--- config.mk ---
export PLATFORM = sky130hd
export DESIGN_NAME = cpcb_mul
export DESIGN_NICKNAME = d
export VERILOG_FILES = /design/src/hw/rtl/cpcb_pkg.sv /design/src/hw/rtl/cpcb_mul.sv
export SDC_FILE = /design/constraint.sdc
export NUM_CORES = 2
export LEC_CHECK = 0
export CAP_MARGIN = 0
export CORE_MARGIN = 2
export CORE_UTILIZATION = 50
export DETAILED_ROUTE_END_ITERATION = 6
export DONT_BUFFER_PORTS = 1
export GPL_TIMING_DRIVEN = 0
export HOLD_SLACK_MARGIN = 0.03
export PLACE_DENSITY = 0.75
export SYNTH_ARGS = -nofsm -noshare
export SYNTH_HDL_FRONTEND = slang
export SYNTH_SLANG_ARGS = --single-unit
--- constraint.sdc ---
create_clock -name clk -period 8.8 [get_ports clk]
set_input_delay 1.76 -clock clk [delete_from_list [all_inputs] [get_ports clk]]
set_output_delay 1.76 -clock clk [all_outputs]
set_load 0.05 [all_outputs]
--- src/hw/rtl/cpcb_pkg.sv ---
// ----------------------------------------------------------------------------
// cpcb_pkg: shared types and constants for the circle pair collider
// Request and response payloads and fixed arithmetic widths.
// ----------------------------------------------------------------------------
`default_nettype none

package cpcb_pkg;

  // Coordinate and velocity width, signed Q16.16
  localparam int COORD_WIDTH = 32;
  // Radius and mass width, unsigned Q15.16
  localparam int SCALAR_W    = 31;
  // Quotients are clamped to this many bits
  localparam int QUOT_W      = 63;
  localparam logic [QUOT_W-1:0] QUOT_LIMIT = 63'h4000_0000_0000_0000;

  typedef struct packed {
    logic signed [COORD_WIDTH-1:0] pos_a_x;
    logic signed [COORD_WIDTH-1:0] pos_a_y;
    logic signed [COORD_WIDTH-1:0] vel_a_x;
    logic signed [COORD_WIDTH-1:0] vel_a_y;
    logic signed [COORD_WIDTH-1:0] pos_b_x;
    logic signed [COORD_WIDTH-1:0] pos_b_y;
    logic signed [COORD_WIDTH-1:0] vel_b_x;
    logic signed [COORD_WIDTH-1:0] vel_b_y;
    logic        [SCALAR_W-1:0]    radius_a;
    logic        [SCALAR_W-1:0]    radius_b;
    logic        [SCALAR_W-1:0]    mass_a;
    logic        [SCALAR_W-1:0]    mass_b;
  } req_t;

  typedef struct packed {
    logic                          hit;
    logic signed [COORD_WIDTH-1:0] new_vel_a_x;
    logic signed [COORD_WIDTH-1:0] new_vel_a_y;
    logic signed [COORD_WIDTH-1:0] new_vel_b_x;
    logic signed [COORD_WIDTH-1:0] new_vel_b_y;
  } rsp_t;

endpackage

`default_nettype wire

--- src/hw/rtl/cpcb_mul.sv ---
// ----------------------------------------------------------------------------
// cpcb_mul: two-stage pipelined unsigned multiplier
// Four half-width partial products in stage one, their sum in stage two.
// ----------------------------------------------------------------------------
`default_nettype none

module cpcb_mul
  import cpcb_pkg::*;
#(
  parameter int A_W  = 32,
  parameter int B_W  = 32,
  parameter int SB_W = 1
) (
  input  wire logic               clk,
  input  wire logic               rst,
  input  wire logic               en,
  input  wire logic               vld_i,
  input  wire logic [A_W-1:0]     a_i,
  input  wire logic [B_W-1:0]     b_i,
  input  wire logic [SB_W-1:0]    sb_i,
  output      logic               vld_o,
  output      logic [A_W+B_W-1:0] p_o,
  output      logic [SB_W-1:0]    sb_o
);

  localparam int AL  = A_W / 2;
  localparam int AH  = A_W - AL;
  localparam int BL  = B_W / 2;
  localparam int BH  = B_W - BL;
  localparam int P_W = A_W + B_W;

  logic [AL+BL-1:0] ll_a, ll_b, pll;
  logic [AL+BH-1:0] lh_a, lh_b, plh;
  logic [AH+BL-1:0] hl_a, hl_b, phl;
  logic [AH+BH-1:0] hh_a, hh_b, phh;
  logic             vld1;
  logic [SB_W-1:0]  sb1;

  // operand halves, zero extended to product width
  assign ll_a = (AL+BL)'(a_i[AL-1:0]);
  assign ll_b = (AL+BL)'(b_i[BL-1:0]);
  assign lh_a = (AL+BH)'(a_i[AL-1:0]);
  assign lh_b = (AL+BH)'(b_i[B_W-1:BL]);
  assign hl_a = (AH+BL)'(a_i[A_W-1:AL]);
  assign hl_b = (AH+BL)'(b_i[BL-1:0]);
  assign hh_a = (AH+BH)'(a_i[A_W-1:AL]);
  assign hh_b = (AH+BH)'(b_i[B_W-1:BL]);

  // stage one: partial products
  always_ff @(posedge clk) begin
    if (rst) begin
      vld1 <= 1'b0;
    end else if (en) begin
      vld1 <= vld_i;
    end
  end

  always_ff @(posedge clk) begin
    if (en) begin
      pll <= ll_a * ll_b;
      plh <= lh_a * lh_b;
      phl <= hl_a * hl_b;
      phh <= hh_a * hh_b;
      sb1 <= sb_i;
    end
  end

  // stage two: aligned sum
  always_ff @(posedge clk) begin
    if (rst) begin
      vld_o <= 1'b0;
    end else if (en) begin
      vld_o <= vld1;
    end
  end

  always_ff @(posedge clk) begin
    if (en) begin
      p_o  <= (P_W'(phh) << (AL + BL)) + (P_W'(phl) << AL) + (P_W'(plh) << BL)
              + P_W'(pll);
      sb_o <= sb1;
    end
  end

endmodule

`default_nettype wire

==> reports/results.tsv <==
stage	metric	value	unit
setup_path	CP Max Fanout	10	
setup_path	Reg2Reg Setup Slack	4.08	ns
synth	Syn Nets	5797	
clock_network	clock-pin slew on the worst setup and hold paths	0.08	ns
global_routing	largest net degree at the start of global routing	197	
setup_path	CP Data Arrival Time	8.45	ns
synth	Post-Synth XOR/XNOR Area	0.0290	
routing	vias per cell	5.56	
setup_path	worst-path cell chain	clkbuf_1, nand2_1, fa_1, fa_1, fa_1, fa_1, inv_1, fa_1, inv_1, fa_1, inv_1, ha_1, and3_1, and3_1, a21oi_1, a31o_2, a31oi_1, o21ai_0, o21ai_0, a21oi_1, xnor2_1	
sta	TNS Setup	0	ns
floorplanning	chip width	295	um
synth	share of the synthesized area in the top cell type	0.383	
floorplanning	Die Y	295	um
sta	Final min period	8.24	ns
synth	Simple-Gate Fraction of Synth Area	0.154	
clock_network	Clock Sinks	196	
routing	Vias	31399	
setup_path	Critical Path Start Type	input pin	
setup_path	worst path buffer plus inverter count	4	
clock_network	postcts setup bufs	0	
synth	FFs w/ async S/R, synth	0	
synth	cell area after synthesis	42300	um2
sta	final setup fails	0	
synth	Mapped Cells	4471	
synth	synthesis-stage register bit count	196	
sta	Final Hold Slack	0.420	ns
placed_design	DP HPWL	104	mm
synth	post-synthesis mux area share	0.000946	
global_routing	overall routing resource usage	0.302	
cells_and_area	# fillers	7555	
global_routing	initial antenna violation count	24	
sta	Slew HR	0.199	
synth	sequential fraction of the synthesis area	0.139	
sta	Tcrit/Tclk final	0.936	
cells_and_area	commonest non-fill, non-tap cells in the layout	inv_1 (935), fa_1 (809), nand2_1 (629)	
placed_design	Buffers on Ports	0	
clock_network	Post-CTS Hold Buffers	0	
outcome	status	completed	
global_routing	first-pass GRT wire length	193	mm
cells_and_area	nets@finish	5816	
placed_design	GPL Wtd Cong	1.04	
global_routing	grt ovf	0	
routing	initial DRC count	2775	
sta	RSZ-0062 raised after global routing	false	
global_routing	number of global-route vias before repair	32680	
synth	Synth Area in Compound Gates	0.0614	
routing	DR WL/cell	22.3	um
setup_path	highest cell delay on the worst timing path	0.67	ns
routing	Final ANT Viol Nets	0	
clock_network	Clk Latency, worst-skew pair	0.49	ns
setup_path	CP max stage cell	clkbuf_1	
clock_network	root buffer cell	clkbuf_16	
sta	Pins Over Slew Limit	0	
synth	Yosys top cell by area	fa_1	
floorplanning	core footprint	83700	um2
floorplanning	Initial Util	0.506	
cells_and_area	most common cell after layout, fill and taps aside	inv_1	
synth	ys flop type	edfxtp_1	
cells_and_area	area grow syn2layout	4.79	%
synth	YS warnings	0	
synth	Synth cell types	66	
clock_network	Post-CTS Resized	0	
sta	Hold Vio Cnt, Final	0	
floorplanning	die area	87000	um2
floorplanning	Ports	135	
sta	Worst Clk Skew	0.0212	ns
synth	ranking of synthesized cells by area	fa_1 (38%), edfxtp_1 (14%), ha_1 (13%)	
floorplanning	Site Rows	106	
clock_network	Clock Path Buffers	2	
sta	Worst-Margin Slew	1.20	ns
sta	fmax	121	MHz
routing	drt pass-1 iters	5	
synth	synthesized area per cell	9.47	um2
setup_path	kind of critical path	in2reg	
routing	# DRC	0	
cells_and_area	layout cells sized above 1	0.0131	
setup_path	Crit. End Element	flip-flop	
clock_network	H-tree levels	4	
cells_and_area	area of the multi-input gates	32200	um2
synth	EDFF count, synth	194	
clock_network	Num CTS Buffers	17	
setup_path	delay-heaviest family, CP	adder cells	
setup_path	required time worst endpoint	9.01	ns
setup_path	Crit path top cell by count	fa_1	
hold_path	worst hold path type	reg2reg	
job	Max-Cap Viols	0	
clock_network	CTS tree	built	
cells_and_area	Register Area	5870	um2
routing	final wirelength	126	mm
synth	combinational family with the most area after synthesis	adder cells	
synth	synthesized-area fraction occupied by adder cells	0.515	
==> per-stage QoR <==
step / setup slack, ns / util / instance area [um2] / std cells
2_1_floorplan: 1.15 / - / 42300 / 4471
3_3_place_gp: 0.247 / 0.523 / 43800 / 5605
3_5_place_dp: 0.201 / 0.523 / 43800 / 5605
4_1_cts: 0.725 / 0.530 / 44300 / 5637
5_1_grt: 0.329 / 0.530 / 44300 / 5640
6_report: 0.563 / 0.530 / 44400 / 5651
==> worst reg2reg max path: stages, from the launching register on <==
cell	delay, ns
edfxtp_1	0.40
fa_1	0.56
ha_1	0.21
inv_1	0.08
fa_1	0.46
nor2b_1	0.18
o31a_1	0.24
o2111ai_1	0.26
a21oi_1	0.41
o2111ai_1	0.31
a211oi_2	0.60
o211ai_1	0.38
a21oi_1	0.29
xor2_1	0.10
==> kinds of logic (layout without fill, tap and decap cells) <==
family	count (synthesis)	count (layout)
DFF	196	196
muxes	4	4
adders and majority gates	1257	1257
AOI/OAI and AO/OA	399	399
xor gates and xnor gates	140	140
other	0	14
buffers and inverters	1139	1171
and+or+nand+nor	1336	1336
==> layer usage <==
metal	part of all wire	track usage	up-vias
met5	0.0010	0	-
met4	0.055	0.141	20
met3	0.12	0.0948	376
met2	0.44	0.466	1622
met1	0.38	0.387	15661
li1	-	-	13720
==> final timing paths <==
kind                start  endpoint  depth (start not counted)
setup / recovery  a_i[26]   phl[28]                         21
hold / removal     pll[3]    p_o[3]                          0
setup reg to reg  pll[17]   p_o[63]                         13
hold reg to reg    pll[3]    p_o[3]                          0
==> cell usage after synthesis, types with 24 or more instances <==
cell type	instances
nand2_1	629
clkbuf_1	201
nor2_1	86
a21o_1	63
edfxtp_1	194
and2_1	480
ha_1	448
o21ai_0	63
xor2_1	44
fa_1	809
inv_1	935
a21oi_1	118
nand3_1	32
o21a_1	24
xnor2_1	96
==> cell type report <==
class / instances / area share
inverter: 935 / 0.0791
antenna: 14 / 0.000790
tap: 1134 / 0.0320
sequential: 196 / 0.132
multi-input combinational: 3136 / 0.726
clock inverter: 15 / 0.00336
clock buffer: 17 / 0.00959
buffer: 204 / 0.0174
==> flip-flops by register name (all words and copies together) (netlist names) <==
signal	flops
p_o	64
phh	32
phl	32
plh	32
pll	32
sb1	1
sb_o	1
vld1	1
vld_o	1
Power is left out: the tool's default activity adds up to more than one toggle a clock period on the data nets, which glitch-free logic cannot reach.
