--- config.mk ---
export PLATFORM = sky130hd
export DESIGN_NAME = cpcb_sqrt
export DESIGN_NICKNAME = d
export VERILOG_FILES = /design/src/hw/rtl/cpcb_pkg.sv /design/src/hw/rtl/cpcb_sqrt.sv
export SDC_FILE = /design/constraint.sdc
export NUM_CORES = 2
export LEC_CHECK = 0
export BUFFER_PORTS_ARGS = -buffer_cell sky130_fd_sc_hd__buf_2
export CAP_MARGIN = 10
export CORE_MARGIN = 10
export CORE_UTILIZATION = 55
export CTS_CLUSTER_DIAMETER = 150
export DETAILED_ROUTE_END_ITERATION = 12
export PLACE_DENSITY = 0.81
export SYNTH_ARGS = -nofsm -noshare
export SYNTH_HDL_FRONTEND = slang
export SYNTH_MEMORY_MAX_BITS = 65536
export SYNTH_SLANG_ARGS = --single-unit
--- constraint.sdc ---
create_clock -name clk -period 4.6 [get_ports clk]
set_input_delay 0.69 -clock clk [delete_from_list [all_inputs] [get_ports clk]]
set_output_delay 0.69 -clock clk [all_outputs]
set_load 0.05 [all_outputs]
--- src/hw/rtl/cpcb_pkg.sv ---
// ----------------------------------------------------------------------------
// cpcb_pkg: shared types and constants for the circle pair collider
// Request and response payloads and fixed arithmetic widths.
// ----------------------------------------------------------------------------
`default_nettype none

package cpcb_pkg;

  // Coordinate and velocity width, signed Q16.16
  localparam int COORD_WIDTH = 32;
  // Radius and mass width, unsigned Q15.16
  localparam int SCALAR_W    = 31;
  // Quotients are clamped to this many bits
  localparam int QUOT_W      = 63;
  localparam logic [QUOT_W-1:0] QUOT_LIMIT = 63'h4000_0000_0000_0000;

  typedef struct packed {
    logic signed [COORD_WIDTH-1:0] pos_a_x;
    logic signed [COORD_WIDTH-1:0] pos_a_y;
    logic signed [COORD_WIDTH-1:0] vel_a_x;
    logic signed [COORD_WIDTH-1:0] vel_a_y;
    logic signed [COORD_WIDTH-1:0] pos_b_x;
    logic signed [COORD_WIDTH-1:0] pos_b_y;
    logic signed [COORD_WIDTH-1:0] vel_b_x;
    logic signed [COORD_WIDTH-1:0] vel_b_y;
    logic        [SCALAR_W-1:0]    radius_a;
    logic        [SCALAR_W-1:0]    radius_b;
    logic        [SCALAR_W-1:0]    mass_a;
    logic        [SCALAR_W-1:0]    mass_b;
  } req_t;

  typedef struct packed {
    logic                          hit;
    logic signed [COORD_WIDTH-1:0] new_vel_a_x;
    logic signed [COORD_WIDTH-1:0] new_vel_a_y;
    logic signed [COORD_WIDTH-1:0] new_vel_b_x;
    logic signed [COORD_WIDTH-1:0] new_vel_b_y;
  } rsp_t;

endpackage

`default_nettype wire

--- src/hw/rtl/cpcb_sqrt.sv ---
// ----------------------------------------------------------------------------
// cpcb_sqrt: pipelined integer square root
// Floor root, one result bit per stage, restoring digit by digit.
// ----------------------------------------------------------------------------
`default_nettype none

module cpcb_sqrt
  import cpcb_pkg::*;
#(
  parameter int IN_W = 64,
  parameter int SB_W = 1
) (
  input  wire logic                clk,
  input  wire logic                rst,
  input  wire logic                en,
  input  wire logic                vld_i,
  input  wire logic [IN_W-1:0]     rad_i,
  input  wire logic [SB_W-1:0]     sb_i,
  output      logic                vld_o,
  output      logic [IN_W/2-1:0]   root_o,
  output      logic [SB_W-1:0]     sb_o
);

  localparam int OUT_W = IN_W / 2;
  localparam int RM_W  = OUT_W + 2;

  logic              vld_q  [OUT_W];
  logic [IN_W-1:0]   rad_q  [OUT_W];
  logic [RM_W-1:0]   rem_q  [OUT_W];
  logic [OUT_W-1:0]  root_q [OUT_W];
  logic [SB_W-1:0]   sb_q   [OUT_W];

  for (genvar k = 0; k < OUT_W; k++) begin : g_stage
    logic              vld_p;
    logic [IN_W-1:0]   rad_p;
    logic [RM_W-1:0]   rem_p;
    logic [OUT_W-1:0]  root_p;
    logic [SB_W-1:0]   sb_p;
    logic [RM_W+1:0]   shifted;
    logic [RM_W+1:0]   trial;
    logic              take;

    if (k == 0) begin : g_first
      assign vld_p  = vld_i;
      assign rad_p  = rad_i;
      assign rem_p  = '0;
      assign root_p = '0;
      assign sb_p   = sb_i;
    end else begin : g_next
      assign vld_p  = vld_q[k-1];
      assign rad_p  = rad_q[k-1];
      assign rem_p  = rem_q[k-1];
      assign root_p = root_q[k-1];
      assign sb_p   = sb_q[k-1];
    end

    // bring down two radicand bits, try root*4+1
    assign shifted = {rem_p, rad_p[IN_W-1-2*k -: 2]};
    assign trial   = (RM_W+2)'({root_p, 2'b01});
    assign take    = shifted >= trial;

    always_ff @(posedge clk) begin
      if (rst) begin
        vld_q[k] <= 1'b0;
      end else if (en) begin
        vld_q[k] <= vld_p;
      end
    end

    always_ff @(posedge clk) begin
      if (en) begin
        rad_q[k]  <= rad_p;
        rem_q[k]  <= take ? RM_W'(shifted - trial) : RM_W'(shifted);
        root_q[k] <= {root_p[OUT_W-2:0], take};
        sb_q[k]   <= sb_p;
      end
    end
  end

  assign vld_o  = vld_q[OUT_W-1];
  assign root_o = root_q[OUT_W-1];
  assign sb_o   = sb_q[OUT_W-1];

endmodule

`default_nettype wire

==> metrics <==
status=completed; Num CTS Buffers=roughly 290; HPWL after DPL=173,000 um; CP delay by family, top=compound AO/OA/AOI/OAI gates; Mapped Avg Cell Area=13.1 um2; leak pwr=between 50 and 60 nW; metal3 WL=11,700 um; pin slew with the least headroom to its limit=1.20 ns; power per cell area=roughly 500 nW/um2; Post-synth ARST share=0%; port bufs=102; Worst EP arrival=4.71 ns; placed cells=around 12k; R2R setup slack=0.52 ns; Post-Syn Area=120,000 um2; sum of negative setup slack=0 ns; crit path cell chain=ha_1 > nor2b_1 > o31a_1 > o21ai_0 > o21ai_1 > a21oi_1 > o31a_1 > or4_1 > nor4_1 > xor2_1; Final Cell Area=134,000 um2; Req. time, crit path=5.23 ns; Finished Layout Cells=12.6k; total global routing track utilization=20.4%; max-cap violation count=0; worst reg2reg path endpoint=rem_q[5][65]$_DFFE_PP_; Max Slew Vio Count=0; num ports=103; CP bufs+invs=0; drt pass-1 iters=8; CP max stage delay=approximately 0.73 ns; worst clock skew=0.0686 ns; CTS resizes=0; CP Launch Type=flip-flop; Main synth FF type=edfxtp_1; Crit Path Class=flip-flop to flip-flop; hold_sp=rad_i[62]; Final Cycle Share=between 80% and 90%; postcts setup bufs=0; CTS Sinks=2,587; R2R depth=10; fill count=between 15k and 20k; synth top area cells=edfxtp_1 (65%), ha_1 (5.9%), xor2_1 (3.2%); antenna violations before repair=3; RSZ-0062 raised after global routing=false; Initial Util=55.1%; final design utilization=between 60% and 70%; Synth top area share=between 60% and 70%; num rows=171; largest net degree at the start of global routing=161; Final Hold Vio Count=0; Area after DPL=124,000 um2; Die H=approximately 490 um; most used cell, CP=o31a_1; DRC=0; clk root buf=clkbuf_16; Final Setup Violations=0; H-tree depth=5; Peak Freq=0.245 GHz; Vias=roughly 73k; core area=217,000 um2; sequential area share after synthesis=65.0%; Routed WL per cell=19.6 um; Yosys cell types=92; GPL Wtd Cong=0.908; FF-to-FF Start=rem_q[5][0]$_DFFE_PP_; critical path peak fanout=16; final-stage net count=10.1k; TritonCTS clock tree=yes; Synth Register Bits=2,587; via-per-instance ratio=5.80; met2 routed WL=125,000 um; Syn-to-layout area delta=11.8%; Synth Warn #=0; post-synth top area cell=edfxtp_1; clk_lat worst skew=0.91 ns; Period minus WS final=4.08 ns; Max rail drop VDD=around 0.00046 V; wl on met1=98,800 um; Clock Path Buffers=4; Gate Count Post-Synth=between 9k and 10k; top-count cell post-synth=edfxtp_1; routed wire length=247,000 um; first-pass GRT wire length=393,000 um; Overflow after GRT=0; DIE AREA=236,000 um2; Net Count, Synth=9,763; slowest stage cell, crit path=or4_1; top sig layer=met4; CP Capture Type=flip-flop; share of cells above drive strength 1=7.77%; headroom to the max-slew limit=19.4%; most instantiated cells after synthesis=edfxtp_1 (2,587), inv_1 (701), nand2_1 (598), ha_1 (562), a21oi_1 (540); ANT nets after route=0; Hold Path Sink=rem_q[0][0]$_DFFE_PP_; vias in the first global route=around 73k; WHS Path Cells=2; Clk pin slew, worst setup/hold paths=~0.060 ns; 1st-iter DRT viols=between 5k and 6k; chip width=486 um; number of synthesized flops with an enable pin=2,587; Hold WC Path Type=input pin to flip-flop
==> through the flow <==
step,setup slack [ns],power [W],hold WS [ns]
after floorplan,1.18,0.0407,0.400
after global placement,0.628,0.0444,0.400
after detailed placement,0.569,0.0448,0.405
after CTS,0.553,0.0671,0.00423
after global routing,0.225,0.0699,0.0487
final,0.520,0.0667,0.0645
==> layout make-up <==
cell class	instances	area (um2)	area share (%)
diodes	3	7.51	0.00562
clock buffers	333	7460	5.58
clock inverters	159	1510	1.13
inverters	703	2640	1.98
multi-input cells	5674	38600	28.9
flip-flops and latches	2587	77700	58.2
well taps	2854	3570	2.67
repair buffers	258	2130	1.60
==> how the worst max path moves through the flow <==
stage                           startpoint                     end  slack [ns]  cells after the start
global route         rem_q[5][0]$_DFFE_PP_  rem_q[5][67]$_DFFE_PP_        0.22                     10
CTS                  rem_q[5][0]$_DFFE_PP_  rem_q[5][65]$_DFFE_PP_        0.55                     10
finish               rem_q[5][0]$_DFFE_PP_  rem_q[5][65]$_DFFE_PP_        0.52                     10
detailed placement   rem_q[5][0]$_DFFE_PP_  rem_q[5][65]$_DFFE_PP_        0.57                     10
floorplan           rem_q[3][34]$_DFFE_PP_  rem_q[3][93]$_DFFE_PP_        1.18                     11
global placement     rem_q[5][0]$_DFFE_PP_  rem_q[5][63]$_DFFE_PP_        0.63                     10
==> logic make-up (layout without fill, tap and decap cells) <==
logic type      after synthesis  in the layout  share of synthesized area (%)
other cells                   1              4                        0.00314
compound gates             1845           1845                           9.61
xor+xnor                    828            828                           6.07
fa+ha+maj                   562            562                           5.88
buf+inv                     871           1453                           2.77
mux                          82             82                          0.763
flops                      2587           2587                           65.0
simple gates               2356           2356                           9.90
==> routing by layer <==
metal  up-vias  GRT usage, %
met4         0          8.83
li1      34700             -
met1     35300          25.1
met5         -             0
met2      2219          36.1
met3       665          2.85
==> cell usage in the layout, fill, tap and decap left out, types with 46 or more instances in the layout <==
cell / synthesis / final
a21o_1: 226 / 226
a21oi_1: 540 / 538
a31oi_1: 47 / 46
and2_1: 62 / 62
and3_1: 76 / 76
buf_2: 8 / 101
buf_4: 3 / 69
clkbuf_16: 0 / 292
clkinv_1: 1 / 64
dlygate4sd3_1: 0 / 65
edfxtp_1: 2587 / 2587
ha_1: 562 / 562
inv_1: 701 / 701
mux2_2: 65 / 65
nand2_1: 598 / 598
nand2b_1: 111 / 111
nand3_1: 141 / 141
nand4_1: 91 / 91
nor2_1: 508 / 507
nor2b_1: 80 / 79
nor3_1: 237 / 236
nor4_1: 148 / 147
o21a_1: 105 / 105
o21ai_0: 493 / 493
o21bai_1: 47 / 46
o31ai_1: 83 / 82
or2_2: 53 / 53
or3_1: 94 / 94
or4_1: 70 / 70
xnor2_1: 391 / 391
xor2_1: 437 / 437
==> state kept, by name, indices dropped and copies added, names as in the netlist <==
| signal | flops |
|---|---|
| root_q | 528 |
| rem_q | 1003 |
| rad_q | 992 |
| sb_q | 32 |
| vld_q | 32 |
==> worst register-to-register path, cell delays in order, from the launching register on <==
cell	delay (ns)
edfxtp_1	0.40
ha_1	0.39
nor2b_1	0.21
o31a_1	0.23
o21ai_0	0.20
o21ai_1	0.40
a21oi_1	0.23
o31a_1	0.53
or4_1	0.74
nor4_1	0.36
xor2_1	0.13
==> report_power, final <==
part           switching [W]  total [W]  internal (W)
Clock                0.00897     0.0221        0.0131
Combinational        0.00755     0.0129       0.00538
Sequential           0.00200     0.0317        0.0297
Total                 0.0185     0.0667        0.0482
==> what timing repair did <==
action | in CTS | in global routing
hold buffers | 65 | 0
endpoints found under the setup margin | 0 | 0
hold endpoints to repair | 64 | 0
No activity file was read; power rests on OpenSTA's default activity.
